### src/sv/bptc_pkg.sv
// ----------------------------------------------------------------------------
// bptc_pkg
// Shared types and constants for the barometric compensation core.
// ----------------------------------------------------------------------------
package bptc_pkg;

   // field widths
   localparam int RAW_W      = 20;
   localparam int TF_W       = 26;
   localparam int TC_W       = 16;
   localparam int PA_W       = 24;
   localparam int CSR_DATA_W = 64;
   localparam int CSR_IDX_W  = 2;

   // register indexes
   localparam logic [CSR_IDX_W-1:0] CSR_CAL_TEMP    = 2'd0;
   localparam logic [CSR_IDX_W-1:0] CSR_CAL_PRESS_A = 2'd1;
   localparam logic [CSR_IDX_W-1:0] CSR_CAL_PRESS_B = 2'd2;
   localparam logic [CSR_IDX_W-1:0] CSR_CAL_PRESS_C = 2'd3;

   // compensation constants
   localparam int TFINE_OFFSET = 128000;
   localparam int DIV_SCALE    = 3125;
   localparam int RAW_FULL     = 1048576;
   localparam logic [PA_W-1:0] P_MAX = 24'hFF_FFFF;

   // divider depth, one quotient bit per stage
   localparam int DIV_STEPS = 64;

   localparam int DEF_QUEUE_DEPTH = 4;

   // unpacked calibration words
   typedef struct packed {
      logic        [15:0] t1;
      logic signed [15:0] t2;
      logic signed [15:0] t3;
      logic        [15:0] p1;
      logic signed [15:0] p2;
      logic signed [15:0] p3;
      logic signed [15:0] p4;
      logic signed [15:0] p5;
      logic signed [15:0] p6;
      logic signed [15:0] p7;
      logic signed [15:0] p8;
      logic signed [15:0] p9;
   } cal_type;

   // transaction handed from front to back
   typedef struct packed {
      logic signed [TF_W-1:0] tfine;
      logic signed [TC_W-1:0] tcenti;
      logic        [RAW_W-1:0] raw_press;
   } tmp_item_type;

endpackage

### src/sv/bptc_front.sv
// ----------------------------------------------------------------------------
// bptc_front
// Accepts raw readings and computes fine and centi-degree temperature.
// ----------------------------------------------------------------------------
module bptc_front
   import bptc_pkg::*;
(
   input  logic               clock,
   input  logic               reset,
   input  cal_type            cal,
   input  logic               in_push,
   input  logic [RAW_W-1:0]   in_raw_t,
   input  logic [RAW_W-1:0]   in_raw_p,
   input  logic               q_full,
   output logic               q_push,
   output tmp_item_type       q_item
);

   logic                     adv;
   logic [3:0]               vld_ff;
   logic signed [17:0]       d1_ff, d2_ff;
   logic signed [17:0]       d1_in, d2_in;
   logic signed [33:0]       m1_ff;
   logic signed [35:0]       sq_ff;
   logic signed [22:0]       v1a_ff;
   logic signed [37:0]       m3_ff;
   logic signed [TF_W-1:0]   tf_ff;
   logic [RAW_W-1:0]         rp1_ff, rp2_ff, rp3_ff, rp4_ff;
   logic signed [28:0]       t5;
   logic signed [20:0]       tcw;
   logic signed [TC_W-1:0]   tcs;

   assign adv = !q_full;

   // raw differences against t1
   assign d1_in = $signed({1'b0, in_raw_t[19:3]}) - $signed({1'b0, cal.t1, 1'b0});
   assign d2_in = $signed({2'b00, in_raw_t[19:4]}) - $signed({2'b00, cal.t1});

   // stage valids
   always_ff @(posedge clock) begin
      if (reset) begin
         vld_ff <= '0;
      end else if (adv) begin
         vld_ff <= {vld_ff[2:0], in_push};
      end
   end

   // datapath stages
   always_ff @(posedge clock) begin
      if (adv) begin
         d1_ff  <= d1_in;
         d2_ff  <= d2_in;
         rp1_ff <= in_raw_p;
         m1_ff  <= 34'(d1_ff) * 34'(cal.t2);
         sq_ff  <= 36'(d2_ff) * 36'(d2_ff);
         rp2_ff <= rp1_ff;
         v1a_ff <= 23'(m1_ff >>> 11);
         m3_ff  <= 38'($signed({1'b0, sq_ff[32:12]})) * 38'(cal.t3);
         rp3_ff <= rp2_ff;
         tf_ff  <= TF_W'(v1a_ff) + TF_W'(m3_ff >>> 14);
         rp4_ff <= rp3_ff;
      end
   end

   // centi-degree rounding and clamp
   assign t5  = 29'(tf_ff) * 29'sd5 + 29'sd128;
   assign tcw = 21'(t5 >>> 8);
   always_comb begin
      priority if (tcw > 21'sd32767) begin
         tcs = 16'sh7FFF;
      end else if (tcw < -21'sd32768) begin
         tcs = 16'sh8000;
      end else begin
         tcs = 16'(tcw);
      end
   end

   assign q_push           = vld_ff[3] && adv;
   assign q_item.tfine     = tf_ff;
   assign q_item.tcenti    = tcs;
   assign q_item.raw_press = rp4_ff;

endmodule

### config.mk
export PLATFORM = sky130hd
export DESIGN_NAME = bptc_front
export DESIGN_NICKNAME = d
export VERILOG_FILES = /design/src/sv/bptc_pkg.sv /design/src/sv/bptc_front.sv
export SDC_FILE = /design/constraint.sdc
export NUM_CORES = 2
export LEC_CHECK = 0
export BUFFER_PORTS_ARGS = -buffer_cell sky130_fd_sc_hd__buf_2
export CAP_MARGIN = 20
export CORE_AREA = 2 2 343 345
export CTS_CLUSTER_SIZE = 28
export DETAILED_ROUTE_END_ITERATION = 8
export DIE_AREA = 0 0 345 347
export SLEW_MARGIN = 10
export SYNTH_ARGS = -nofsm -noshare
export SYNTH_HDL_FRONTEND = slang
export SYNTH_SLANG_ARGS = --single-unit
### constraint.sdc
create_clock -name clock -period 6.1 [get_ports clock]
set_clock_uncertainty 0.1 [all_clocks]
set_input_delay 0 -clock clock [delete_from_list [all_inputs] [get_ports clock]]
set_output_delay 0 -clock clock [all_outputs]
set_load 0.02 [all_outputs]
======== Yosys cells after proc, flatten, opt, wreduce, memory -nomap -nowiden ========
Index checks and enable logic that the tools add are counted.
cells by class
  reduce and logical (&&, ||, !) cells .... 2
  $lt $le $gt $ge ......................... 2
  $mul .................................... 4
  add/sub/neg operators ................... 4
  mux-type cells .......................... 2
operators by type and width
  cell                     number
  $mul A22 B16 Y38         1
  $mul A18 B16 Y34         1
  $mul A17 B17 Y33         1
  $mux W16                 2
  $add A29 B9 Y29 const B  1
  $mul A25 B4 Y29 const B  1
  $add A23 B24 Y25         1
  $gt A21 B16 Y1 const B   1
  $lt A21 B16 Y1 const B   1
  $sub A17 B17 Y18         1
  $sub A16 B16 Y17         1
  $logic_and A1 B1 Y1      1
  $logic_not A1 Y1         1
storage, ports and cells
  register bits ........................... 272
  input port bits ......................... 236
  output and inout bits ................... 63
  logic and storage cells ................. 26

======== Logic depth before layout (Yosys ltp) ========
  depth in word-level cells ............... 5
  depth in mapped cells ................... 25
  mapped depth without buffers ............ 23

======== Worst setup path after synthesis ========
Ideal clock, no wire load.
  path kind ............................... reg-to-reg
  start point ............................. register, netlist name d1_ff[17]
  end point ............................... register sq_ff[31], data pin
  setup slack ............................. -0.338 ns
  library setup time ...................... 0.262 ns
  clock period less this slack ............ 6.438 ns
  arrival ................................. 6.076 ns
  stages on the path, launching flop included .. 23
  path buffers ............................ 2
  required time ........................... 5.738 ns
  cells stage by stage .................... edfxtp_1 > clkbuf_1 > clkbuf_1 > nand2_1 > inv_1 > fa_1 > inv_1 > fa_1 > fa_1 > fa_1 > fa_1 > fa_1 > inv_1 > ha_1 > and3_1 > a221oi_1 > o211a_1 > nand3_1 > o211ai_1 > a21oi_1 > a41oi_1 > a21oi_1 > xor2_1
RTL lines
  what                  RTL line          text
  end signal, assigned  bptc_front.sv:55  sq_ff <= 36'(d2_ff) * 36'(d2_ff);
  end, declared         bptc_front.sv:24  logic signed [35:0] sq_ff;

======== Final worst setup path ========
  start point ............................. register sq_ff[22]
  end point ............................... register m3_ff[31], data pin
on the way
  word-level cells in the longest chain between the ends .. 1
RTL lines
  what                  RTL line          text
  $mul A22 B16 Y38      bptc_front.sv:58  m3_ff <= 38'($signed({1'b0, sq_ff[32:12]})) * 38'(cal.t3);
  end signal, assigned  bptc_front.sv:58
  end, declared         bptc_front.sv:26  logic signed [37:0] m3_ff;
No other way between the ends.
A chain may end at the register's enable or synchronous reset.

==> flow_summary.ini <==
[final_layout]
layout-drive-gt1-share_pct = 18.7
num-fill-cells = 11079
syn_to_final_growth_pct = 21.8
finish.net_count = 6019
finish.utilization_pct = 42.4

[logic_synthesis]
mapped_cell_area_sq_um = 40300
mappedNetlistNets = 5481
synth.yosys.warnings = 0
ys.flop_type = sky130_fd_sc_hd__edfxtp_1
synth_area_per_cell_sq_um = 10.0
synth_cell_types = 73
synth-seq-cells = 218
yosysSeqAreaShare_pct = 16.2
netlist_instances = 4027
count_of_flip_flops_with_a_built_in_enable_after_synthesis = 214
async_reset_ff_share_pct = 0

[run]
cap_violations = 0

[critical_path]
data_arrival_time_of_the_critical_path_ps = 6470
worstPathRequired_ps = 6350
setup.worst_path.start_class = flop
crit_path_max_fanout = 6
timing_worst_setup_path_type = flop to flop
cp-end-kind = flop

[global_route]
number_of_global_route_vias_before_repair = 30195
grt_antenna_before_repair = 6
overflow_after_grt = 0
grtUsageTotal_pct = 16.4
global_route_wire_length_before_repair_mm = 158
grt_max_degree = 148

[timing]
timing.final.hold_violations = 0
final_min_period_over_clock_period_pct = 102
timing_worst_slew_pin_value_ps = 977
slew_headroom_pct = 34.9
holdWs_ps = 27.4
fin_ws_ps = -128
rsz_0062_raised_after_global_routing = true
drv_slew = 0
fmax_mhz = 161
report.final.setup_viol = 23
final_period_minus_worst_setup_slack_ps = 6230

[clock_tree]
worstSkewPairLatency_ps = 600
clk_root_buffer_cell = sky130_fd_sc_hd__clkbuf_16
tritoncts = done
h-tree-depth = 1
cts-root-to-sink-buffers = 3
clkTransAtPathRegs_ps = 60
cts-buffers-inserted = 29
cts.sinks = 218

[drt]
firstDrtPassIters = 5
avgViaCountPerCell = 4.56
drtIter0Drc = 1295
average_wire_per_cell_in_the_routed_design_microns = 15.9
route.detailed.drc = 0
dr_total_vias = 27870
routed_wl_mm = 97.4
route.antenna.remaining_nets = 0

[outcome]
violations = negative setup slack
run_status = finished, violations left

[floorplan]
rows = 125
die_height_microns = 347
start_util_pct = 34.8
design.core.area_sq_um = 116000
design.die.area_sq_um = 120000
top_level_ports = 299
dieWidth_microns = 345

[placement]
port_buffers = 151
place_hpwl_mm = 80.3
detailedPlace.worstSlack_ps = -330
finalWeightedCongestion = 0.892

[worst_hold_path]
hp-class = primary input to flop
-- stage by stage --
stage               TNS [ps]  area [sq um]  instances
detailed placement     -6490         45200       5898
CTS                     -296         48000       6076
global route           -9050         49000       6113
finish                 -1240         49000       6113
global placement       -3720         45200       5898
floorplan              -5.18         40400       4027
-- timing repair --
item,4_1_cts,5_1_grt
endpoints found under the setup margin,42,51
buffers inserted,35,43
hold buffers,93,0
resized for setup,149,176
cloned,2,2
endpoints found under the hold margin,109,0
pin swaps,61,99
-- per-layer routing --
| layer | up-vias | part of all wire, % | GRT usage [%] |
|---|---|---|---|
| met3 | 103 | 4.4 | 2.05 |
| li1 | 13118 | - | - |
| met4 | 4 | 1.9 | 3.42 |
| met1 | 14090 | 45 | 22.2 |
| met5 | - | 0.025 | 0 |
| met2 | 555 | 48 | 28.1 |
-- Yosys cell counts, types with 6 or more instances --
cell type                  number  area [sq um]
sky130_fd_sc_hd__nor3_1        28           140
sky130_fd_sc_hd__nand3_1       25           125
sky130_fd_sc_hd__a211oi_1      10          75.1
sky130_fd_sc_hd__fa_1         822         16500
sky130_fd_sc_hd__o31ai_1        6          45.0
sky130_fd_sc_hd__nand2b_1      27           169
sky130_fd_sc_hd__and3_1         8          50.1
sky130_fd_sc_hd__a21boi_0       8          60.1
sky130_fd_sc_hd__ha_1         396          4950
sky130_fd_sc_hd__inv_1       1054          3960
sky130_fd_sc_hd__a21o_1        28           210
sky130_fd_sc_hd__o21ai_0       35           175
sky130_fd_sc_hd__nand2_1      471          1770
sky130_fd_sc_hd__xor2_1        44           385
sky130_fd_sc_hd__nand4_1        6          37.5
sky130_fd_sc_hd__a21oi_1       82           410
sky130_fd_sc_hd__o21a_1        13          97.6
sky130_fd_sc_hd__a31oi_1        9          56.3
sky130_fd_sc_hd__clkbuf_1     130           488
sky130_fd_sc_hd__or2_2          6          37.5
sky130_fd_sc_hd__edfxtp_1     214          6430
sky130_fd_sc_hd__o211ai_1       6          45.0
sky130_fd_sc_hd__nor2b_1       14          87.6
sky130_fd_sc_hd__a21oi_2       13           114
sky130_fd_sc_hd__xnor2_1       87           762
sky130_fd_sc_hd__nor2_1       102           383
sky130_fd_sc_hd__and2_1       291          1820
-- worst paths after layout --
kind | from | end | slack [ps] | depth (start not counted)
worst min-delay path | in_raw_p[14] | rp1_ff[14]$_DFFE_PN_ | 30 | 2
worst max-delay path | sq_ff[22]$_DFFE_PN_ | m3_ff[31]$_DFFE_PN_ | -130 | 23
worst min register to register | rp2_ff[1]$_DFFE_PN_ | rp3_ff[1]$_DFFE_PN_ | 310 | 0
worst max register to register | sq_ff[22]$_DFFE_PN_ | m3_ff[31]$_DFFE_PN_ | -130 | 23
-- cell usage in the layout, fill, tap and decap left out, types with 13 or more instances in the layout --
master and n:
sky130_fd_sc_hd__buf_6 54, sky130_fd_sc_hd__nor2_1 93, sky130_fd_sc_hd__and2_1 274, sky130_fd_sc_hd__nor2b_1 13, sky130_fd_sc_hd__buf_12 30, sky130_fd_sc_hd__o21a_1 13
sky130_fd_sc_hd__inv_2 33, sky130_fd_sc_hd__nor3_1 23, sky130_fd_sc_hd__ha_4 20, sky130_fd_sc_hd__inv_1 1017, sky130_fd_sc_hd__edfxtp_1 214, sky130_fd_sc_hd__nand2_2 25
sky130_fd_sc_hd__nand2b_1 25, sky130_fd_sc_hd__nand2_1 439, sky130_fd_sc_hd__a21oi_1 59, sky130_fd_sc_hd__dlygate4sd3_1 93, sky130_fd_sc_hd__xnor2_1 80, sky130_fd_sc_hd__a21oi_2 33
sky130_fd_sc_hd__and2_4 17, sky130_fd_sc_hd__clkbuf_16 30, sky130_fd_sc_hd__a21o_1 28, sky130_fd_sc_hd__buf_4 304, sky130_fd_sc_hd__fa_1 800, sky130_fd_sc_hd__o21ai_0 27
sky130_fd_sc_hd__fa_2 22, sky130_fd_sc_hd__nand3_1 21, sky130_fd_sc_hd__xor2_1 37, sky130_fd_sc_hd__buf_2 152, sky130_fd_sc_hd__ha_1 372
-- worst max-delay path: stages (launching register included) --
cell and delay, ps:
sky130_fd_sc_hd__edfxtp_1 430, sky130_fd_sc_hd__buf_6 160, sky130_fd_sc_hd__and2_4 150, sky130_fd_sc_hd__fa_1 550, sky130_fd_sc_hd__inv_2 50, sky130_fd_sc_hd__fa_1 550, sky130_fd_sc_hd__inv_2 50, sky130_fd_sc_hd__fa_1 490
sky130_fd_sc_hd__fa_1 500, sky130_fd_sc_hd__fa_1 490, sky130_fd_sc_hd__inv_1 50, sky130_fd_sc_hd__fa_1 490, sky130_fd_sc_hd__inv_2 50, sky130_fd_sc_hd__ha_4 210, sky130_fd_sc_hd__a21o_1 150, sky130_fd_sc_hd__a21o_1 200
sky130_fd_sc_hd__a21oi_2 120, sky130_fd_sc_hd__nor2b_1 70, sky130_fd_sc_hd__a311oi_1 240, sky130_fd_sc_hd__buf_4 190, sky130_fd_sc_hd__a21oi_4 90, sky130_fd_sc_hd__nor3_4 270, sky130_fd_sc_hd__o21bai_1 110, sky130_fd_sc_hd__o221a_2 250
-- registers in the layout, summed over array words and instances, names as in the netlist, 21 cells and up --
| signal | count |
|---|---|
| sq_ff | 21 |
| m3_ff | 24 |
| v1a_ff | 23 |
| m1_ff | 23 |
| tf_ff | 25 |
-- logic make-up (layout without fill, tap and decap cells) --
group | count (synthesis) | after routing | share of synthesized area [%]
adders and majority gates | 1218 | 1218 | 53.2
buffers and inverters | 1189 | 1749 | 11.1
and+or+nand+nor | 999 | 999 | 11.9
AOI/OAI and AO/OA | 267 | 267 | 4.68
DFF | 218 | 218 | 16.2
xor gates and xnor gates | 131 | 131 | 2.85
muxes | 5 | 5 | 0.124
other | 0 | 2 | 0
-- final cells by class --
type	count	area [sq um]	share of cell area, %
antenna	2	5.00	0.0102
tap	1524	1910	3.89
inverter	1055	3980	8.11
clock inverter	19	220	0.449
clock buffer	34	744	1.52
sequential	218	6510	13.3
timing repair buffer	641	5340	10.9
multi-input combinational	2620	30300	61.9
Power is not shown: default switching activity piles up to over one toggle a cycle in this logic, so the estimate is an artifact.
