**src/sv/bptc_pkg.sv**
```systemverilog
// ----------------------------------------------------------------------------
// bptc_pkg
// Shared types and constants for the barometric compensation core.
// ----------------------------------------------------------------------------
package bptc_pkg;

   // field widths
   localparam int RAW_W      = 20;
   localparam int TF_W       = 26;
   localparam int TC_W       = 16;
   localparam int PA_W       = 24;
   localparam int CSR_DATA_W = 64;
   localparam int CSR_IDX_W  = 2;

   // register indexes
   localparam logic [CSR_IDX_W-1:0] CSR_CAL_TEMP    = 2'd0;
   localparam logic [CSR_IDX_W-1:0] CSR_CAL_PRESS_A = 2'd1;
   localparam logic [CSR_IDX_W-1:0] CSR_CAL_PRESS_B = 2'd2;
   localparam logic [CSR_IDX_W-1:0] CSR_CAL_PRESS_C = 2'd3;

   // compensation constants
   localparam int TFINE_OFFSET = 128000;
   localparam int DIV_SCALE    = 3125;
   localparam int RAW_FULL     = 1048576;
   localparam logic [PA_W-1:0] P_MAX = 24'hFF_FFFF;

   // divider depth, one quotient bit per stage
   localparam int DIV_STEPS = 64;

   localparam int DEF_QUEUE_DEPTH = 4;

   // unpacked calibration words
   typedef struct packed {
      logic        [15:0] t1;
      logic signed [15:0] t2;
      logic signed [15:0] t3;
      logic        [15:0] p1;
      logic signed [15:0] p2;
      logic signed [15:0] p3;
      logic signed [15:0] p4;
      logic signed [15:0] p5;
      logic signed [15:0] p6;
      logic signed [15:0] p7;
      logic signed [15:0] p8;
      logic signed [15:0] p9;
   } cal_type;

   // transaction handed from front to back
   typedef struct packed {
      logic signed [TF_W-1:0] tfine;
      logic signed [TC_W-1:0] tcenti;
      logic        [RAW_W-1:0] raw_press;
   } tmp_item_type;

endpackage

```
**src/sv/bptc_queue.sv**
```systemverilog
// ----------------------------------------------------------------------------
// bptc_queue
// Short queue of temperature results between front and back.
// ----------------------------------------------------------------------------
module bptc_queue
   import bptc_pkg::*;
#(
   parameter int DEPTH = DEF_QUEUE_DEPTH
)
(
   input  logic         clock,
   input  logic         reset,
   input  logic         push,
   input  tmp_item_type push_item,
   output logic         full,
   input  logic         pop,
   output logic         empty,
   output tmp_item_type pop_item
);

   localparam int PTR_W = $clog2(DEPTH);
   localparam int CNT_W = $clog2(DEPTH + 1);

   tmp_item_type     mem_ff [DEPTH];
   logic [PTR_W-1:0] wr_ff, rd_ff;
   logic [CNT_W-1:0] cnt_ff;

   assign full     = (cnt_ff == CNT_W'(DEPTH));
   assign empty    = (cnt_ff == '0);
   assign pop_item = mem_ff[rd_ff];

   // pointers and fill count
   always_ff @(posedge clock) begin
      if (reset) begin
         wr_ff  <= '0;
         rd_ff  <= '0;
         cnt_ff <= '0;
      end else begin
         if (push) begin
            wr_ff <= (wr_ff == PTR_W'(DEPTH - 1)) ? '0 : wr_ff + 1'b1;
         end
         if (pop) begin
            rd_ff <= (rd_ff == PTR_W'(DEPTH - 1)) ? '0 : rd_ff + 1'b1;
         end
         cnt_ff <= cnt_ff + CNT_W'(push) - CNT_W'(pop);
      end
   end

   // storage
   always_ff @(posedge clock) begin
      if (push) begin
         mem_ff[wr_ff] <= push_item;
      end
   end

endmodule

```
**config.mk**
```make
export PLATFORM = sky130hd
export DESIGN_NAME = bptc_queue
export DESIGN_NICKNAME = d
export VERILOG_FILES = /design/src/sv/bptc_pkg.sv /design/src/sv/bptc_queue.sv
export SDC_FILE = /design/constraint.sdc
export NUM_CORES = 1
export LEC_CHECK = 0
export ABC_AREA = 1
export BUFFER_PORTS_ARGS = -buffer_cell sky130_fd_sc_hd__buf_4
export CAP_MARGIN = 20
export CORE_MARGIN = 2
export CORE_UTILIZATION = 49
export CTS_CLUSTER_SIZE = 40
export DETAILED_ROUTE_END_ITERATION = 16
export GPL_TIMING_DRIVEN = 0
export PLACE_DENSITY = 0.72
export REMOVE_ABC_BUFFERS = 1
export SLEW_MARGIN = 20
export SYNTH_ARGS = -nofsm -noshare
export SYNTH_HDL_FRONTEND = slang
export SYNTH_SLANG_ARGS = --single-unit
```
**constraint.sdc**
```tcl
create_clock -name clock -period 2.2 [get_ports clock]
set_input_delay 0.11 -clock clock [delete_from_list [all_inputs] [get_ports clock]]
set_output_delay 0.11 -clock clock [all_outputs]
set_load 0.05 [all_outputs]
```
# Word-level counts from Yosys, hierarchy flattened
# Memory sizes are Yosys's and may differ from the RTL's. A register that Yosys moved wholly into a read port is not among the register bits.
# Cells that the tools add are included.
# Widths: inputs -> output; s select.
totals:
  ff_bits: 7
  ramBits: 248
  in_bits: 66
  out_inout_bits: 64
  elab_cells: 18
  memories: 1
classes:
  n_addsub: 4
  eq_ne: 3
  mux: 6
  reduce_logical: 1
memory_table:
  columns: ["memory", "depth", "word_bits", "rd", "rd_clocked_by_memory_dff", "write_ports", "line", "source"]
  rows:
  - ["mem_ff", 4, 62, 1, 1, 1, "bptc_queue.sv:24", "tmp_item_type mem_ff [DEPTH];"]
op_table:
  columns: ["operator", "n"]
  rows:
  - ["$mux 2", 4]
  - ["$add 2x1->2 const B", 2]
  - ["$eq 2x2->1 const B", 2]
  - ["$add 3x1->3", 1]
  - ["$eq 3x3->1 const B", 1]
  - ["$logic_not 3->1", 1]
  - ["$sub 3x1->3", 1]
  - ["$mux 1", 2]

# Longest topological paths before layout
# Gate-level depths: netlist of run 1.
depth:
  depth_word: 4
  depth_mapped: 8
  mapped_depth_nobuf: 8

# Worst setup path before layout of run 1
# OpenSTA, ideal clock, no wires.
synth_path:
  path_kind: "register to register"
  start: "register wr_ff[0]"
  end: "memory mem_ff[2][0] (netlist bit), enable pin"
  setup_ns: 0.416
  t_arrival_ns: 1.793
  t_required_ns: 1.784
  setup_slack_ns: -0.009
  path_stages_with_launch: 5
  n_path_buf: 0
  synth_period_minus_slack_ns: 2.209
  cell_sequence: "dfxtp_1 -> inv_1 -> ha_1 -> nand2_1 -> inv_1"
synth_lines:
  columns: ["item", "line", "source"]
  rows:
  - ["start, declared", "bptc_queue.sv:25", "logic [PTR_W-1:0] wr_ff, rd_ff;"]
  - ["start signal, assigned", "bptc_queue.sv:40", "wr_ff <= (wr_ff == PTR_W'(DEPTH - 1)) ? '0 : wr_ff + 1'b1;"]
  - ["end, declared", "bptc_queue.sv:24", null]
# No word-level cell before the write port.

==> run summary, run 1 <==
The flow ran to the end, and the final reports show no timing, DRC or antenna violations. Broken down by cell family, the worst path's largest delay share belongs to buffers and inverters. Global routing consumed, over all layers together, 17.70% of the routing resources. Setup repair after global routing left no endpoint under its margin. The largest net degree at the start of global routing came out at 82. TritonCTS built the clock tree.

Counting I/O delays and the setup requirement, the final critical path takes 2.059 ns. The worst register-to-register path has a setup slack of 0.51 ns. Counting flops and latches in the post-synthesis netlist gives 257.

The clock tree buffer depth is 3. The startpoint identified for the worst register-to-register timing path is wr_ff[0]$_SDFFE_PP0P_. The total number of vias came out at 6336.

The max-cap violation count came out at 0. STA classifies the critical path startpoint as a flop. After synthesis the cells add up to 10270 um^2. The count of placed standard cells in the final layout, fillers left out is 1266. The sink count of the clock tree came out at 257. The number of placed instances, taps included, is 1148.

The largest single stage delay on the critical path is 0.48 ns. In this run the critical register-to-register path is captured at mem_ff[0][20]$_DFFE_PP_. TritonCTS created 26 clock buffers. The total power of the final layout came out at 12.01 mW. The path with the worst hold slack has its endpoint at mem_ff[3][6]$_DFFE_PP_. The cell count after synthesis came out at 783.

The area of the die came out at 22130 um^2. The routed via count divided by cell count came out at 5.005. The critical path arrival is 1.95 ns. The maximum fanout encountered on the critical timing path came out at 40. In this run, synthesis inferred 248 flip-flops with an integrated enable. The number of hold-slack violations in the final timing report came out at 0. The die boundary width came out at 148.8 um. The average wire per standard cell came out at 15.74 um.

The critical path is of the reg2out type. The y dimension of the die is 148.8 um. Measured against its own limit, the worst slew margin works out to 66.13%. For this run, design rule violations remaining after detail routing come to 0.

The startpoint identified for the worst hold timing path is push_item[6]. The peak supply drop is 0.001049 V. During synthesis, Yosys emitted a total of 0 warnings. The effective utilization at floorplan is 50.26%.

The count of instances resized after the clock tree is built came out at 0. By count the netlist is led by edfxtp_1, inv_1, nand2_1. The initialized floorplan defines 52 standard-cell rows.

The global-route wire length before repair is 30490 um. The synthesis-to-layout area growth is 27.42%. After global routing the overflow that remains totals 0.

The slew at the pin with the worst max-slew slack is 0.5081 ns. Wires add up to 19930 um. The worst setup path is captured at an output pin. The worst path uses 93.58% of the clock period. Counting both buffers and inverters, the worst setup path holds a total of 3. The cell type of the slowest stage on the worst timing path is dfxtp_4. Of the cells placed in the final design, the portion with a size suffix greater than 1 is 18.78%.

The worst hold path belongs to the class in2reg. The tightest hold path in the finished design has a slack of 0.3307 ns. For this run, the leading register cell type out of synthesis is edfxtp_1. For this run, the post-layout net count is 1051. The cell area power density came out at 918.0 nW/um^2. The sequential area share after synthesis came out at 74.28%. The congestion estimate from routability-driven global placement came to 0.7177. For this design the static power due to leakage is 5.138 nW. For the worst-skew pair, the clock arrives at the later sink with an insertion delay of 0.52 ns. By instance count, the leading cell after synthesis is edfxtp_1. The hold-critical path depth is 2.

The average instance in the mapped netlist occupies 13.11 um^2. The placed wire-length estimate after detailed placement is 10180 um. Derived from the worst setup path, the maximum achievable clock frequency is 485.7 MHz. Setup violations remaining at the end of the flow were counted as 0. The region available for standard cell placement spans 20430 um^2. The largest total area in the synthesized netlist belongs to edfxtp_1. The first TritonRoute pass finished after 5 iterations.

Buffers placed on the I/O ports in this run total 129. Walking the worst path, the cells encountered are buf_12, buf_16, o211ai_1, nand2_1, buf_4. STA puts the critical path data required time at 2.09 ns. Clock-pin slew was measured on the worst setup and hold paths at 0.06 ns. The fraction of synthesized cell area taken by the top area cell type came out at 72.52%. The async set or reset register ratio after synthesis is 0%. Ranked by total cell area, the synthesized netlist is headed by edfxtp_1, inv_1, nand2_1, o211ai_1, a21oi_1. The number of global-route vias before repair was 6163. The unique cell type count in the Yosys netlist is 20. Counting cells, the worst reg-to-reg path comes to 5. The number of violations reported at the end of detailed-routing iteration 0 came out at 279. For this design the top-level I/O count stands at 130. The final count of pins violating max slew came out at 0. The worst clock skew came out at 0.01153 ns. In this run the number of H-tree levels came out at 1. The total inserted antenna cells came out at 0. The initial antenna violation count came out at 0. The end-of-flow core utilization came out at 64.04%.

CTS placed an instance of clkbuf_16 at the clock tree root. The residual antenna-violating net count after detailed routing is 0.
## power by group
part / leakage, nW / switching [mW] / total (mW) / internal [mW]
clock network: 0.396 / 1.70 / 4.28 / 2.58
registers: 2.35 / 0.0713 / 5.69 / 5.62
logic: 2.39 / 1.37 / 2.04 / 0.666
total: 5.14 / 3.14 / 12.0 / 8.87
## cells in the final DEF, fill, tap and decap left out, types with 7 or more instances in the layout
| cell type | count |
|---|---|
| nor2_1 | 9 |
| nand2_1 | 133 |
| ha_1 | 7 |
| o21ai_0 | 19 |
| clkinv_1 | 7 |
| clkbuf_16 | 28 |
| dlygate4sd3_1 | 65 |
| buf_4 | 131 |
| dfxtp_1 | 7 |
| o21ai_1 | 44 |
| o211ai_1 | 60 |
| edfxtp_1 | 248 |
| inv_1 | 135 |
| a21oi_1 | 65 |
## per-layer routing
metal  routed length, um  up-vias  share of wire, %  GRT usage [%]
li1                    -     3109                 -              -
met1                8315     3041                42          21.37
met2               10200      142                51          31.97
met3                 953       44               4.8          3.517
met4                 464        0               2.3          5.857
met5                   0        -                 0              0
## how the worst max path moves through the flow
| stage | start | end | slack (ns) | cells after the start |
|---|---|---|---|---|
| after floorplan | flop | pop_item[0] | -3.05 | 2 |
| after global placement | flop | pop_item[51] | -4.72 | 3 |
| after detailed placement | wr_ff[0]$_SDFFE_PP0P_ | mem_ff[0][20]$_DFFE_PP_ | 0.48 | 5 |
| after CTS | flop | pop_item[37] | 0.03 | 5 |
| after global routing | flop | pop_item[41] | 0.03 | 6 |
| final | flop | pop_item[37] | 0.14 | 5 |
## final cells by class
cell class	count	area (um^2)
Fill cell	1468	7346
Timing Repair Buffer	209	1953
Inverter	139	531.8
Sequential cell	257	7635
Clock inverter	15	151.4
Multi-Input combinational cell	344	1780
Tap cell	270	337.8
Clock buffer	32	694.4
## sequential cells by signal, summed over array words and instances (netlist names), named ones only
signal / cells
mem_ff: 248
rd_ff: 2
wr_ff: 2
cnt_ff: 3
## through the flow
stage	TNS [ns]	setup WS (ns)	instance area, um^2
floorplan	-184.81	-3.047	9930
global placement	-544.83	-4.723	11240
detailed placement	0	0.4773	11470
CTS	0	0.03489	13060
global route	0	0.02562	13080
finish	0	0.1413	13080
## cell families (layout without fill, tap and decap cells)
group / Yosys count / count (layout) / synth area share (%)
AO/OA/AOI/OAI: 190 / 190 / 10.87
XOR/XNOR: 1 / 1 / 0.08531
adder cells (fa/ha/maj): 8 / 8 / 1.048
buffers and inverters: 182 / 395 / 8.383
flip-flops: 257 / 257 / 74.28
AND/OR/NAND/NOR: 145 / 145 / 5.337
## repair_timing
item                                    in CTS  in global routing
buffers inserted                             3                  0
endpoints found under the hold margin      257                  0
endpoints found under the setup margin      46                 18
gates cloned                                 2                  1
pin swaps                                    0                  0
hold buffers                                65                  0
Power figures use the tool's default switching activity.
==> run 2: changes to the inputs <==
Settings changed: CORE_UTILIZATION 49 to 50, PLACE_DENSITY 0.72 to 0.73.
==> run 2 against run 1 <==
Against the previous run:
- critical path depth stayed put
- cell count is 0.16% higher
- worst setup slack better by 0.027 ns
- first-iteration DRC count is 3.9% lower
- critical endpoint is now pop_item[21]
==> run summary, run 2 (synthesis results as in run 1) <==
The number of search-and-repair iterations in the first detailed-routing pass came out at 4. The number of global-route vias before repair came out at 6327. The final worst-path setup slack came out at 0.1683 ns. The number of filler instances in the final layout came out at 1433. Of the total power, the clock network draws 35.2%. The initial antenna violation count was 0. The biggest cell delay along the critical path came out at 0.58 ns. In this run, the number of DRC markers left after iteration 0 of detailed routing was 268. The post-route clock period utilization came out at 92.35%. The final cell area excluding filler cells is 13090 um^2. The synthesis-to-layout area growth came out at 27.43%.

The relative slew slack came out at 63.26%. The post-detailed-placement cell area is 11440 um^2. The cell area power density is 911.8 nW/um^2. In the layout the commonest cells are edfxtp_1, inv_1, nand2_1, buf_4, dlygate4sd3_1.

The total wire length came out at 19940 um. In this run, CTS created clock tree buffers numbering 26. The number of hold-slack violations in the final timing report came out at 0. The total inserted antenna cells is 0. The register-to-register setup slack is 0.48 ns.

Routability-driven placement finished with a final weighted congestion of 0.6954. The required time of the critical path came out at 2.09 ns. The top-level I/O count is 130. The critical path goes through buf_16, a21oi_1, o21ai_1, nand2_1, buf_4. The placed wire-length estimate after detailed placement came out at 9865 um. CTS built an H-tree with a depth of 1. The number of flip-flops in the largest register came out at 248. Final hold analysis gives a worst-case slack of 0.3319 ns. The overall overflow remaining after global route is 0. The run finished with clean final reports. The number of buffers inserted by port buffering came out at 129.

The average wire per standard cell is 15.73 um. Measured along the x axis, the die boundary spans 147.3 um. Once placement completed, the tool counted placed cells totaling 1147. The final-layout setup total negative slack came out at 0 ns. The max-cap violation count is 0. The maximum fanout encountered on the critical timing path came out at 61.

The global-route wire length before repair came out at 31550 um. On the critical path, the stage with the largest delay is an instance of dfxtp_4. Before CTS, the worst setup slack after placement is 0.3830 ns.

STA classifies the critical path endpoint as an output pin. For this design the static power due to leakage is 5.158 nW. For the worst setup path, the data arrival time is 1.92 ns.

For the finished layout, the period the worst path requires is 2.032 ns. Between clock sinks in the finished design, the worst skew comes to 0.01354 ns. Sequential cells account for 47.7% of the total power. The final count of pins violating max slew is 0. The buffers plus inverters on the worst setup path is 2. Combinational cells account for 17.1% of the total power. The largest net degree at the start of global routing came out at 73.

The area taken by multi-input logic gates came out at 1780 um^2. The post-route netlist has 19.44% of its cells at a drive strength greater than 1. The residual antenna-violating net count after detailed routing came out at 0. The post-CTS clock slew at the launch and capture registers of the worst setup and hold paths is 0.06 ns. The switching part of the total came out at 26.85%.

The fmax came out at 492.2 MHz. The commonest non-fill, non-tap cell in the layout is edfxtp_1. In this run the clock root is driven by a clkbuf_16. Setup violations remaining at the end of the flow were counted as 0. The clock tree from TritonCTS is done. Counting flops per register, the top entry is mem_ff. The switching power total came out at 3.203 mW. The largest registers in the layout are mem_ff (248), cnt_ff (3). The setup path with the least slack is of type reg2out. The total global routing track utilization came out at 18.29%. Setup repair after global routing left no endpoint under its margin.

The area occupied by registers is 7635 um^2. The total power of the final layout is 11.93 mW. The peak supply drop came out at 0.0007984 V.

The slew at the pin with the worst max-slew slack came out at 0.5512 ns. At the end of the flow, the number of nets in the layout was 1052. The min-delay analysis places its worst path in the category in2reg.

The cell-internal power came out at 8.727 mW. The area of the die came out at 21700 um^2. Among cell families on the critical path, the largest total delay comes from flip-flops. The core region is 20170 um^2. The initial utilization of the core area, before any placement, comes to 50.91%. For this run, the share of the core covered by cells in the final layout is 64.88%. The clock tree buffer depth is 3. The count of placed standard cells in the final layout, fillers left out is 1268. The sink count of the clock tree came out at 257. The total number of vias came out at 6416.

The worst setup path is launched from a flop. The floorplan has 52 rows. The remaining routing DRC violations came out at 0. The y dimension of the die came out at 147.3 um. The source-to-sink clock delay at the later pin of the worst-skew pair came out at 0.52 ns.

The routed via count divided by cell count is 5.060.
[run 2: cell types whose count changed in the layout (fill, tap and decap cells not counted), sizes merged]
| cell | change |
|---|---|
| inv | +1 |
| buf | +1 |
| clkinvlp | -2 |
| bufinv | -2 |
| dlygate4sd3 | +1 |
| clkinv | +6 |
| clkbuf | -3 |
[run 2: worst paths after layout]
kind                               from  cells past startpoint                       to
setup / recovery                   flop                      5             pop_item[21]
hold / removal            push_item[30]                      2  mem_ff[1][30]$_DFFE_PP_
setup reg to reg  wr_ff[0]$_SDFFE_PP0P_                      4  mem_ff[3][18]$_DFFE_PP_
hold reg to reg   rd_ff[0]$_SDFFE_PP0P_                      2                     flop
[run 2: repair_timing]
item,in CTS,in global routing
gates resized for setup,0,0
setup buffers,4,1
endpoints found under the setup margin,54,20
hold buffers,66,0
cloned,2,0
hold endpoints to repair,257,0
[run 2: final cells by class]
class / count / area share, %
clock buffers: 30 / 5.412
inverters: 139 / 4.064
repair buffers: 210 / 14.96
well taps: 270 / 2.582
multi-input cells: 344 / 13.61
flip-flops and latches: 257 / 58.35
clock inverters: 18 / 1.023
[run 2: layer usage]
metal	global-route usage (%)	part of all wire (%)	vias up
met1	22.43	41	3090
met5	0	0	-
met2	32.94	51	169
met3	3.509	5.0	45
li1	-	-	3112
met4	5.529	3.0	0
[run 2: power by group through the flow]
stage / Combinational [mW] / Sequential (mW) / Clock (mW)
3_3_place_gp: 1.71 / 5.95 / 0
5_1_grt: 2.18 / 5.71 / 4.48
3_5_place_dp: 1.84 / 5.83 / 0
4_1_cts: 2.02 / 5.70 / 4.29
2_1_floorplan: 1.14 / 5.88 / 0
6_report: 2.04 / 5.70 / 4.20
[run 2: worst register-to-register path: stages, from the launching register on]
cell and delay, ns:
dfxtp_1 0.40, ha_1 0.17, nand2_1 0.08, inv_4 0.42
buf_12 0.29
==> run 3: changes to the inputs <==
Settings changed: ABC_AREA 1 to 0, PLACE_DENSITY 0.73 to 0.74.
==> run 3 against run 2 <==
Against the previous run:
- clock skew fell by 0.0066 ns
- via count fell by 30%
- combinational power is 18% lower
- fmax fell by 1.5%
- clock-buffer cell count up 1
- die area is 7.6% lower
- sequential cell count unchanged
- clock power decreased by 3%
- first-iteration DRC count increased by 7.8%
- core utilization increased by 0.70 points
- cell count shrank 34%
- design area decreased by 6.6%
- highest routed layer unchanged
==> run summary, run 3 <==
The part of the total power dissipated in the clock network is 35.7%. The fraction of synthesized cell area taken by the top area cell type came out at 78.64%. The register share of total power is 49.6%. The area taken by multi-input logic gates is 1665 um^2. The hold-critical path depth came out at 2. The register bit count reported by yosys came out at 257. The sink count of the clock tree is 257. The die is 141.6 um wide. Leaving out fill and tap cells, the most frequent cell in the layout is edfxtp_1. The cell-internal power came out at 8.598 mW. The first detailed-routing pass took 4 iterations.

TritonCTS built the clock tree. The source-to-sink clock delay at the later pin of the worst-skew pair is 0.51 ns. The run finished with clean final reports. The total global routing track utilization came out at 17.55%.

For this run, design rule violations remaining after detail routing come to 0. The largest registers in the layout are mem_ff (248), cnt_ff (3). The peak supply drop came out at 0.0007881 V. The synthesis-to-layout area growth is 29.09%. The leakage power summed over all cells came out at 4.215 nW. Once the floorplan was initialized, standard cells occupied 50.80% of the core. By count the netlist is led by edfxtp_1, mux4_2, dfxtp_1. In the finished design, the share of the clock period the worst path needs comes to 93.71%. The total number of H-tree levels came out at 1.

0 antenna diodes ended up in the layout. The total wire length came out at 17270 um. At the worst endpoint, the arrival time is 1.95 ns. The average wire per standard cell is 20.59 um. The worst setup path is captured at an output pin. The number of violations reported at the end of detailed-routing iteration 0 is 289. In the final layout, the share of cells above drive strength 1 is 40.33%.

Counting flops with an async set or reset pin after synthesis yields a share of 0%. At the end of routability-driven placement, the weighted congestion stood at 0.6916. The biggest area contributor in the post-synthesis netlist is edfxtp_1. The class of the most critical setup path is reg2out. The number of buffers inserted by port buffering came out at 129. The residual antenna-violating net count after detailed routing is 0. The path with the worst hold slack has its endpoint at mem_ff[0][55]$_DFFE_PP_. Synthesis produced a netlist whose cell count is 367.

The register-to-register setup slack came out at 0.39 ns. The number of setup violations in the final report came out at 0. The worst hold margin came out at 0.3346 ns.

The destination of the worst register-to-register timing path is cnt_ff[2]$_SDFF_PP0_. In the routed layout, each cell is associated on average with a via count of 5.371. The required time of the critical path is 2.09 ns. Setup repair after global routing left no endpoint under its margin. Sorting the synthesized cells by area gives the leading types as edfxtp_1, mux4_2, dfxtp_1, buf_12, ha_1. The global-route wire length before repair is 27000 um. The number of buffers created by CTS is 26.

The worst reg-to-reg path cell count is 7. For this run, the post-layout net count is 660. The yosys synthesis warning count came out at 0. The floorplan row count is 50. The register with the most flip-flops in the layout has 248 of them. The number of hold-slack violations in the final timing report is 0. In this run, synthesis inferred 248 flip-flops with an integrated enable. The startpoint identified for the worst register-to-register timing path is cnt_ff[0]$_SDFF_PP0_. For this run, the top clock speed supported by timing is 485.0 MHz. Leaving out fill and tap cells, the most frequent cells in the layout are edfxtp_1, buf_4, dlygate4sd3_1, mux4_2, clkbuf_16. The post-synthesis average cell area is 25.80 um^2. In the synthesized netlist the dominant register cell turns out to be edfxtp_1.

The y dimension of the die came out at 141.6 um. Max-cap violations in this run came to 0. Yosys mapped the design onto 21 distinct sky130hd cell types. In this run the cell area of the synthesized design comes to 9470 um^2. The largest net degree at the start of global routing is 40. The slew at the pin with the worst max-slew slack is 0.4943 ns.

Counting flops per register, the top entry is mem_ff. The top-level I/O count is 130. STA classifies the critical path startpoint as a flop.

After clock tree synthesis, the clock-pin slew on the worst setup and hold paths is 0.06 ns. Headroom to the max-slew limit came out at 67.04%. The routed layout has 4506 vias. The end-of-flow core utilization is 65.58%.

The share of total power dissipated in combinational logic is 14.7%. The clock tree buffer depth came out at 3. The overall overflow remaining after global route is 0. The worst clock skew is 0.006920 ns. The final count of pins violating max slew was 0. The area occupied by registers came out at 7635 um^2. The worst hold path begins at push_item[55].

Summed over all nets, the switching power comes to 2.807 mW. The cell sitting at the root of the clock tree is a clkbuf_16. The switching part of the total came out at 24.62%. In this run the power density over the cells is 932.9 nW/um^2. The maximum fanout encountered on the critical timing path is 26.

The placeable core region came out at 18640 um^2. The initial antenna violation count came out at 0. The area of the die came out at 20060 um^2. Among all cell types in the netlist, the one instantiated most often is edfxtp_1. The sequential area share after synthesis is 80.54%.

The smallest clock period supported by the final layout is computed as 2.062 ns. The number of global-route vias before repair came out at 4961. The path class of the lowest-slack min-delay path is in2reg. The placed wire-length estimate after detailed placement came out at 9540 um. The number of filler instances in the final layout came out at 1234.
[run 3: changes by cell type after synthesis, moves of 44 or more]
cell / change
o211ai_1: -60
o21ai_1: -44
a21oi_1: -63
nand2_1: -133
mux4_2: +60
inv_1: -133
[run 3: layer usage]
metal	share of wire [%]	track usage, %	up-vias
li1	-	-	2005
met1	41	22.92	2352
met2	52	30.51	119
met3	4.9	3.814	30
met4	2.1	4.316	0
met5	0	0	-
[run 3: cell type report]
| class | count | share of cell area (%) |
|---|---|---|
| multi-input combinational | 90 | 13.62 |
| timing repair buffer | 205 | 14.84 |
| tap | 234 | 2.395 |
| clock buffer | 31 | 5.649 |
| sequential | 257 | 62.45 |
| clock inverter | 16 | 0.8597 |
| inverter | 6 | 0.1842 |
[run 3: worst max-delay path by stage]
stage                         endpoint  slack, ns  cells after the start
after floorplan           pop_item[52]      -1.52                      1
after global placement    pop_item[54]      -2.62                      2
after detailed placement  pop_item[52]       0.39                      3
after CTS                 pop_item[48]       0.03                      3
after global routing      pop_item[52]       0.03                      3
final                     pop_item[52]       0.14                      3
[run 3: kinds of logic (layout without fill, tap and decap cells)]
family / after synthesis / in the layout / share of synthesized area, %
compound gates: 2 / 2 / 0.1057
xor+xnor: 1 / 1 / 0.2510
fa+ha+maj: 8 / 8 / 1.136
simple gates: 15 / 15 / 0.9512
mux: 64 / 64 / 15.04
buf+inv: 20 / 258 / 1.982
flops: 257 / 257 / 80.54
[run 3: power groups by stage]
| stage | combinational (mW) | clock [mW] | sequential, mW |
|---|---|---|---|
| finish | 1.68 | 4.07 | 5.66 |
| global route | 1.76 | 4.36 | 5.67 |
| CTS | 1.69 | 4.15 | 5.66 |
| detailed placement | 1.56 | 0 | 5.78 |
| global placement | 1.47 | 0 | 5.84 |
| floorplan | 0.996 | 0 | 5.79 |
[run 3: worst max-delay path, stage by stage, from the launching register on]
cell and delay [ns]:
dfxtp_4 0.38, buf_12 0.24, mux4_1 0.59, buf_4 0.21
[run 3: metrics by stage]
| stage | TNS [ns] | cell area (um^2) | std cells | setup WS [ns] | total power [mW] |
|---|---|---|---|---|---|
| floorplan | -138.25 | 9305 | 353 | -1.524 | 6.789 |
| global placement | -493.63 | 10570 | 716 | -2.618 | 7.304 |
| detailed placement | 0 | 10740 | 723 | 0.3895 | 7.342 |
| CTS | 0 | 12210 | 838 | 0.03485 | 11.50 |
| global route | 0 | 12230 | 839 | 0.02894 | 11.79 |
| finish | 0 | 12230 | 839 | 0.1384 | 11.41 |
[run 3: repair_timing]
item	4_1_cts	5_1_grt
endpoints found under the hold margin	257	0
endpoints found under the setup margin	49	1
gates resized for setup	0	0
gates cloned	0	0
hold buffers	66	0
buffers inserted	2	1
